### config.mk
export PLATFORM = sky130hd
export DESIGN_NAME = kwm_ram
export DESIGN_NICKNAME = d
export VERILOG_FILES = /design/src/hdl/kwm_ram.sv
export SDC_FILE = /design/constraint.sdc
export NUM_CORES = 2
export LEC_CHECK = 0
export ABC_AREA = 1
export BUFFER_PORTS_ARGS = -buffer_cell sky130_fd_sc_hd__buf_2
export CAP_MARGIN = 20
export CORE_UTILIZATION = 40
export CTS_CLUSTER_SIZE = 25
export DETAILED_ROUTE_END_ITERATION = 8
export GPL_ROUTABILITY_DRIVEN = 0
export PLACE_DENSITY = 0.62
export REMOVE_ABC_BUFFERS = 1
export SLEW_MARGIN = 10
export SYNTH_ARGS = -nofsm -noshare
export SYNTH_HDL_FRONTEND = slang
export SYNTH_SLANG_ARGS = --single-unit
### constraint.sdc
create_clock -name clk_i -period 14.2 [get_ports clk_i]
set_clock_uncertainty 0.2 [all_clocks]
set_input_delay 1.42 -clock clk_i [delete_from_list [all_inputs] [get_ports clk_i]]
set_output_delay 1.42 -clock clk_i [all_outputs]
set_load 0.02 [all_outputs]
### src/hdl/kwm_ram.sv
module kwm_ram #(
  parameter int unsigned WIDTH = 32,
  parameter int unsigned DEPTH = 64
) (
  input  logic                     clk_i,
  input  logic                     wr_en_i,
  input  logic [$clog2(DEPTH)-1:0] wr_addr_i,
  input  logic [WIDTH-1:0]         wr_data_i,
  input  logic                     rd_en_i,
  input  logic [$clog2(DEPTH)-1:0] rd_addr_i,
  output logic [WIDTH-1:0]         rd_data_o
);

  logic [WIDTH-1:0] mem_q [DEPTH];
  logic [WIDTH-1:0] rd_data_q;

  // write port
  always_ff @(posedge clk_i) begin
    if (wr_en_i) begin
      mem_q[wr_addr_i] <= wr_data_i;
    end
  end

  // registered read port
  always_ff @(posedge clk_i) begin
    if (rd_en_i) begin
      rd_data_q <= mem_q[rd_addr_i];
    end
  end

  assign rd_data_o = rd_data_q;

endmodule

==> flow_metrics.env <==
export IMPL_slew_headroom_pct=27.45
export IMPL_antenna_left=0
export IMPL_grt_max_degree=214
export IMPL_preCtsSetupSlack_ns=6.625
export IMPL_cts_setup_buffers=0
export IMPL_fp_dieW_um=457.7
export IMPL_ys_types=15
export IMPL_setup_ws_ns=7.256
export IMPL_final_cell_mix="2,248 x nand2_1, 2,080 x edfxtp_1, 1,907 x nand3_1, 202 x clkbuf_16, 152 x buf_4"
export IMPL_pwr_density_cell_nw_per_um2=137.4
export IMPL_via_count=53940
export IMPL_grt_remaining_overflow=0
export IMPL_drive_above_1_share_pct=8.263
export IMPL_die_h_um=457.7
export IMPL_htreeDepth=4
export IMPL_rsz0062_at_grt="false"
export IMPL_core_area_um2=205400
export IMPL_cts_resized=0
export IMPL_grt_pass1_wl_um=348700
export IMPL_fp_dieArea_um2=209500
export IMPL_antenna_found_initial=19
export IMPL_hp_class="reg2reg"
export IMPL_criticalPathCategory="in2reg"
export IMPL_postCtsHoldBufs=0
export IMPL_cts_buffers=193
export IMPL_area_delta_synth_final_pct=11.45
export IMPL_nets=6797
export IMPL_max_cap_violations=0
export IMPL_num_rows=166
export IMPL_finalSetupViolCount=0
export IMPL_ys_warn_count=0
export IMPL_clockBufferDepth=3
export IMPL_dpl_hpwl_um=117400
export IMPL_portBuffers=78
export IMPL_yosysSeqAreaShare_pct=75.20
export IMPL_period_minus_slack_ns=6.944
export IMPL_cts_tree="built"
export IMPL_max_stage_delay_ns=0.95
export IMPL_crit_required_ns=14.68
export IMPL_timing_final_crit_share_pct=48.90
export IMPL_clock_fmax_ghz=0.1440
export IMPL_run_status="finished, final reports clean"
export IMPL_io_pins=79
export IMPL_leakage_nw=32.12
export IMPL_routedWlPerCell_um=25.02
export IMPL_arrival_ns=7.43
export IMPL_syn_cell_area_um2=83060
export IMPL_register_area_um2=62460
export IMPL_drt_iter0_markers=6778
export IMPL_startpoint_type="input port"
export IMPL_clock_sinks=2080
export IMPL_grt_pass1_vias=51540
export IMPL_worst_slew_pin_slew_ns=1.088
export IMPL_clkSlewWorstSetupHoldPaths_ns=0.06
export IMPL_cp_end_kind="register"
export IMPL_clock_latency_ns=0.83
export IMPL_final_common_cell="nand2_1"
export IMPL_synth_seq_cells=2080
export IMPL_fill_cells=18190
export IMPL_synth_area_per_cell_um2=12.27
export IMPL_vias_per_cell=5.611
export IMPL_ir_drop_v=0.0001290
export IMPL_multi_input_area_um2=18770
export IMPL_cts_root_buf="clkbuf_16"
export IMPL_hold_violations=0
export IMPL_cp_max_fo=93
export IMPL_dr_pass1_iters=6
export IMPL_crit_top_cell="buf_4"
export IMPL_fin_tns_setup_ns=0
export IMPL_maxSlewViolCount=0
export IMPL_wl_um=240500
export IMPL_path_cells="buf_8 -> buf_4 -> buf_4 -> buf_4 -> buf_4 -> buf_4 -> nand2_1 -> nand3_1 -> nand3_1 -> nand3_1 -> nand3_1 -> nand2_1 -> nand2_1 -> nand2_1"
export IMPL_grt_use_total_pct=22.65
export IMPL_drc=0
export IMPL_start_util_pct=40.43
export IMPL_finalPower_mw=12.71
export IMPL_critPathSlowestCell="buf_4"
export IMPL_synthCells=6769
==> per-layer routing <==
layer	up-vias	global-route usage (%)	share of wire, %
li1	24120	-	-
met1	26850	29.96	40
met2	2503	36.68	47
met3	464	2.938	8.1
met4	2	11.55	5.2
met5	-	0	0.0071
==> metrics by stage <==
| step | utilization, % | hold slack (ns) | std cells | area (um2) |
|---|---|---|---|---|
| global placement | 42.02 | 0.6384 | 9241 | 86320 |
| floorplan | - | 0.5959 | 6320 | 80810 |
| global route | 45.06 | 0.7531 | 9605 | 92550 |
| finish | 45.07 | 0.6541 | 9612 | 92570 |
| CTS | 45.02 | 0.6617 | 9596 | 92480 |
| detailed placement | 42.02 | 0.6541 | 9241 | 86320 |
==> logic make-up (layout without fill, tap and decap cells) <==
| logic type | after synthesis | in the layout | synth area share, % |
|---|---|---|---|
| buf+inv | 461 | 602 | 2.769 |
| flops | 2080 | 2080 | 75.20 |
| other cells | 0 | 14 | 0 |
| simple gates | 4228 | 4228 | 22.03 |
==> area by class of cell <==
| cell class | instances | area share, % |
|---|---|---|
| clock buffer | 247 | 5.643 |
| clock inverter | 108 | 1.015 |
| sequential | 2080 | 67.47 |
| tap | 2688 | 3.633 |
| inverter | 12 | 0.08921 |
| antenna | 14 | 0.03784 |
| multi-input combinational | 4228 | 20.28 |
| timing repair buffer | 235 | 1.834 |
==> synthesized netlist by cell type, drive strengths merged <==
cell	count	share of area (%)
clkbuf	77	0.35
nor2	56	0.25
nand2	2248	10
nor4	8	0.060
nand3	1907	11
edfxtp	2080	75
buf	372	2.4
inv	12	0.057
nand4	9	0.068
==> power breakdown <==
part,total [mW],internal [mW],switching (mW)
clock network,5.11,2.90,2.21
registers,6.83,6.81,0.0224
logic,0.778,0.175,0.603
total,12.7,9.88,2.83
==> path summary, 6_finish.rpt <==
| path | startpoint | to | slack, ns | cells past startpoint |
|---|---|---|---|---|
| worst min-delay path | mem_q[12][11] | rd_data_o[11] | 0.65 | 8 |
| worst max register to register | mem_q[56][18] | rd_data_o[18] | 12.01 | 8 |
| worst max-delay path | rd_addr_i[0] | rd_data_o[3] | 7.26 | 14 |
| worst min register to register | mem_q[12][11] | rd_data_o[11] | 0.65 | 8 |
==> registers in the layout, summed over array words and instances, names as in the netlist <==
signal and flops:
mem_q 2048, rd_data_o 32
==> worst max-delay path: cells and delay by family <==
family / cells / cell delay [ns]
buffers and inverters: 6 / 4.63
and+or+nand+nor: 8 / 0.94
(Power assumes the default switching activity.)
