==> src/hdl/kwm_pkg.sv <==
package kwm_pkg;

  // fixed field widths of one beat
  localparam int unsigned VALUE_W = 32;
  localparam int unsigned LIST_W  = 3;

  // request kinds
  typedef enum logic {
    REQ_PUSH = 1'b0,
    REQ_POP  = 1'b1
  } kwm_req_e;

  // result codes
  typedef enum logic [1:0] {
    STAT_PUSHED  = 2'd0,
    STAT_DROPPED = 2'd1,
    STAT_POPPED  = 2'd2,
    STAT_EMPTY   = 2'd3
  } kwm_status_e;

  // sequencer states
  typedef enum logic [2:0] {
    ST_IDLE,
    ST_PUSH,
    ST_SCAN,
    ST_POP_CTRL,
    ST_POP_HEAD,
    ST_RESP
  } kwm_state_e;

  // input beat
  typedef struct packed {
    kwm_req_e                  req_type;
    logic [LIST_W-1:0]         list_index;
    logic signed [VALUE_W-1:0] value;
  } kwm_req_t;

  // output beat
  typedef struct packed {
    kwm_status_e               status;
    logic signed [VALUE_W-1:0] out_value;
    logic [LIST_W-1:0]         source_list;
  } kwm_resp_t;

endpackage

==> src/hdl/kwm_min_tree.sv <==
module kwm_min_tree #(
  parameter int unsigned NUM_LISTS = 8
) (
  input  logic                                 clk_i,
  input  logic                                 rst_ni,
  input  logic                                 start_i,
  input  logic [NUM_LISTS-1:0]                 head_vld_i,
  input  logic signed [kwm_pkg::VALUE_W-1:0]   head_val_i [NUM_LISTS],
  output logic                                 done_o,
  output logic [$clog2(NUM_LISTS)-1:0]         idx_o,
  output logic signed [kwm_pkg::VALUE_W-1:0]   val_o
);

  localparam int unsigned LW   = $clog2(NUM_LISTS);
  localparam int unsigned P    = 1 << LW;
  localparam int unsigned HALF = P / 2;
  localparam int unsigned SCW  = $clog2(LW + 1);

  logic                               c_vld_q [P];
  logic                               c_vld_d [P];
  logic [LW-1:0]                      c_idx_q [P];
  logic [LW-1:0]                      c_idx_d [P];
  logic signed [kwm_pkg::VALUE_W-1:0] c_val_q [P];
  logic signed [kwm_pkg::VALUE_W-1:0] c_val_d [P];
  logic                               ld_vld  [P];
  logic signed [kwm_pkg::VALUE_W-1:0] ld_val  [P];
  logic                               busy_q, busy_d;
  logic [SCW-1:0]                     step_q, step_d;
  logic                               done;

  // pad the heads up to a power of two with empty slots
  for (genvar g = 0; g < P; g++) begin : g_pad
    if (g < NUM_LISTS) begin : g_real
      assign ld_vld[g] = head_vld_i[g];
      assign ld_val[g] = head_val_i[g];
    end else begin : g_fill
      assign ld_vld[g] = 1'b0;
      assign ld_val[g] = '0;
    end
  end

  assign done = busy_q && (step_q == SCW'(LW));

  // one tree level per cycle, lower index kept on equal values
  always_comb begin
    for (int i = 0; i < P; i++) begin
      c_vld_d[i] = c_vld_q[i];
      c_idx_d[i] = c_idx_q[i];
      c_val_d[i] = c_val_q[i];
    end
    busy_d = busy_q;
    step_d = step_q;
    if (start_i) begin
      for (int i = 0; i < P; i++) begin
        c_vld_d[i] = ld_vld[i];
        c_idx_d[i] = LW'(i);
        c_val_d[i] = ld_val[i];
      end
      busy_d = 1'b1;
      step_d = '0;
    end else if (done) begin
      busy_d = 1'b0;
    end else if (busy_q) begin
      for (int i = 0; i < HALF; i++) begin
        if (c_vld_q[2*i+1] && (!c_vld_q[2*i] || (c_val_q[2*i+1] < c_val_q[2*i]))) begin
          c_vld_d[i] = c_vld_q[2*i+1];
          c_idx_d[i] = c_idx_q[2*i+1];
          c_val_d[i] = c_val_q[2*i+1];
        end else begin
          c_vld_d[i] = c_vld_q[2*i];
          c_idx_d[i] = c_idx_q[2*i];
          c_val_d[i] = c_val_q[2*i];
        end
      end
      for (int i = HALF; i < P; i++) begin
        c_vld_d[i] = 1'b0;
      end
      step_d = step_q + SCW'(1);
    end
  end

  // control
  always_ff @(posedge clk_i or negedge rst_ni) begin
    if (!rst_ni) begin
      busy_q <= 1'b0;
      step_q <= '0;
    end else begin
      busy_q <= busy_d;
      step_q <= step_d;
    end
  end

  // candidate slots
  always_ff @(posedge clk_i) begin
    for (int i = 0; i < P; i++) begin
      c_vld_q[i] <= c_vld_d[i];
      c_idx_q[i] <= c_idx_d[i];
      c_val_q[i] <= c_val_d[i];
    end
  end

  assign done_o = done;
  assign idx_o  = c_idx_q[0];
  assign val_o  = c_val_q[0];

endmodule

==> config.mk <==
export PLATFORM = sky130hd
export DESIGN_NAME = kwm_min_tree
export DESIGN_NICKNAME = d
export VERILOG_FILES = /design/src/hdl/kwm_pkg.sv /design/src/hdl/kwm_min_tree.sv
export SDC_FILE = /design/constraint.sdc
export NUM_CORES = 1
export LEC_CHECK = 0
export ABC_AREA = 1
export ABC_CLOCK_PERIOD_IN_PS = 3750
export BUFFER_PORTS_ARGS = -buffer_cell sky130_fd_sc_hd__buf_4
export CAP_MARGIN = 20
export CORE_AREA = 5 5 251 131
export DETAILED_ROUTE_END_ITERATION = 8
export DIE_AREA = 0 0 256 136
export HOLD_SLACK_MARGIN = 0.03
export PLACE_DENSITY = 0.77
export SYNTH_ARGS = -nofsm -noshare
export SYNTH_HDL_FRONTEND = slang
export SYNTH_SLANG_ARGS = --single-unit
==> constraint.sdc <==
create_clock -name clk_i -period 3.75 [get_ports clk_i]
set_clock_uncertainty 0.15 [all_clocks]
set_input_delay 0 -clock clk_i [delete_from_list [all_inputs] [get_ports clk_i]]
set_output_delay 0 -clock clk_i [all_outputs]
set_load 0.1 [all_outputs]
==> flow_summary.ini <==
[cts]
htreeDepth = 1
post_cts_hold_buffer_count = 457
cts_resized = 0
cts_root_buf = clkbuf_16
postCtsSetupRepairBufs = 0
clkSlewWorstSetupHoldPaths_ns = 0.07
clock_latency_ns = 0.55
cts_buffer_depth = 3
cts_tree = yes
clock_sinks = 277
cts_made_buffers = 26

[sta]
worst_hold_slack_ns = 0.0361
setup-violations-final = 0
fin_crit_ns = 3.30
layout_setup_ws_ns = 0.450
slew_headroom_pct = 29.0
finalMaxSlewViolations = 0
finalCritPeriodShare_pct = 88.0
timing.fmax_mhz = 303
hold_viol_final = 0
grt_setup_unrepaired = false
tightest_slew_ns = 1.07
fin_tns_setup_ns = 0

[detailed_routing]
drt-vias-per-instance = 5.28
wirelength_mm = 53.2
postRouteAntennaNets = 0
drc = 0
first_iter_violations = 1556
routedWlPerCell_um = 19.1
dr.pass1.iters = 7
vias = 14666

[worst_hold_path]
hold-path-endpoint = c_val_q[1][0]
holdPathStages = 2
hp-class = input port to flip-flop
min_from = head_val_i[96]

[layout]
num-nets-final = 2737
fin_cells = 2777
area_growth_pct = 51.0
final_layout_size_suffix_gt1_share_pct = 15.6
fillers = 1984
postLayoutCoreUtil_pct = 74.7

[synth]
yosysMostFrequentCell = nand2_1
synthArstFlopShare_pct = 1.08
avgSynthCellArea_um2 = 9.26
syn_nets = 2033
synth_top_cell_by_area = edfxtp_1
synth_cell_types = 33
synthTopCellsByCount = 496 x nand2_1, 272 x inv_1, 264 x edfxtp_1, 203 x nand3_1, 125 x ha_1
synth_flop_cell = edfxtp_1
synth_edf_count = 264
ys_ff_latch = 277
synthCells = 1641
syn_area_mm2 = 0.0152
synth_top_area_share_pct = 52.1
ys_seq_area_share_pct = 54.0
ys_warn_count = 0
yosys-top-cells-area = edfxtp_1 52%, nand2_1 12%, ha_1 10%, inv_1 6.7%, nand3_1 6.7%

[floorplan]
die_height_um = 136
floorplan.initialDensity_pct = 49.5
design.die.area_mm2 = 0.0348
core_mm2 = 0.0307
fp-row-count = 46
die_x_um = 256
io_pins = 303

[worst_setup_path]
cpMostUsedCell = nand2_1
critPathMaxFanout = 33
path_cells = ha_1 > nand2_1 > nor2_1 > nand2_1 > a21oi_2 > nor2_1 > nand3_1 > nand3_2 > nand2_4 > nand2_1 > nand3_1 > nand2_1
cp_top_family = simple AND/OR/NAND/NOR gates
criticalPathCategory = flip-flop to flip-flop
r2r-end = c_val_q[0][69]
crit_path_top_delay_cell = nand2_4
crit_arrival_ns = 3.44
crit_required_ns = 3.89
ff2ff_setup_slack_ns = 0.45
worst-path-buf-inv = 0
cp-start-kind = flip-flop
cpPeakStageDelay_ns = 0.50
reg2reg_from = c_val_q[1][55]
endpoint_kind = flip-flop
rr_worst_depth = 12

[placed_design]
dpl.hpwl_mm = 31.1
gp_congestion = 0.894
placed_cells = 2266
place.port_buffers = 302
place_ws_ns = 0.653

[status]
status = finished clean

[power_and_ir_drop]
power_density_mw_per_mm2 = 502
leakagePower_nw = 11.1
peakVddDrop_uv = 380

[global_route]
grt_use_total_pct = 30.1
first_global_vias = 15197
grt_max_degree = 168
antenna_found_initial = 6
grt_pass1_wl_mm = 82.7
grt-ovfl-total = 0

[job]
maxCapViolCount = 0
[metal layers]
metal / vias up / GRT usage [%] / share of wire (%)
li1: 6760 / - / -
met1: 6950 / 37.5 / 39
met2: 801 / 53.9 / 49
met3: 153 / 5.62 / 8.0
met4: 2 / 9.58 / 3.7
met5: - / 0 / 0.023
[cells by family after synthesis]
family,synth area share (%)
buffers and inverters,10.6
DFF,54.0
AOI/OAI and AO/OA,3.88
adders and majority gates,10.3
and+or+nand+nor,21.3
[stage by stage]
step                area, um^2  total power, mW
finish                   23000             11.5
global route             23000             12.1
CTS                      22900             11.4
detailed placement       17500             8.33
global placement         17500             8.21
floorplan                15200             7.34
[power breakdown]
group | switching [mW] | leakage (nW) | internal (mW)
Sequential | 0.373 | 2.82 | 4.13
Clock | 1.22 | 0.407 | 1.49
Combinational | 2.83 | 7.84 | 1.46
Total | 4.43 | 11.1 | 7.09
[cells in the final DEF, fill, tap and decap left out, types with 10 or more instances in the layout]
master and instances:
nand3_1 203, dlygate4sd3_1 459, o21ai_0 25, a21oi_1 69, clkbuf_16 27, edfxtp_1 264, ha_1 125, inv_1 270
buf_4 310, clkbuf_1 11, nor2_1 25, dfxtp_1 10, nand4_1 11, nand2_1 496
[how the worst max path moves through the flow]
stage              startpoint               to  slack (ns)  depth (start not counted)
6_report       c_val_q[1][55]   c_val_q[0][69]        0.45                         12
2_1_floorplan       step_q[0]  c_val_q[0][100]        0.16                          4
4_1_cts        c_val_q[0][73]   c_val_q[0][54]        0.64                         14
3_3_place_gp   c_val_q[0][73]   c_val_q[0][62]        0.74                         14
3_5_place_dp   c_val_q[0][73]   c_val_q[0][54]        0.65                         14
5_1_grt        c_val_q[1][15]   c_val_q[0][69]        0.26                         15
[flip-flops by register name, indices dropped and copies added (netlist names)]
register / flops
c_idx_q: 10
busy_q: 1
c_val_q: 256
step_q: 2
c_vld_q: 8
[cell type report]
cell class / count / area (um^2) / share of cell area [%]
inverters: 273 / 1030 / 4.49
flip-flops and latches: 277 / 8200 / 35.7
clock buffers: 43 / 786 / 3.42
diodes: 4 / 10.0 / 0.0436
repair buffers: 772 / 6980 / 30.4
well taps: 408 / 510 / 2.22
clock inverters: 5 / 47.5 / 0.207
multi-input cells: 995 / 5390 / 23.5
Note: power is estimated with default switching activity, not from simulation.
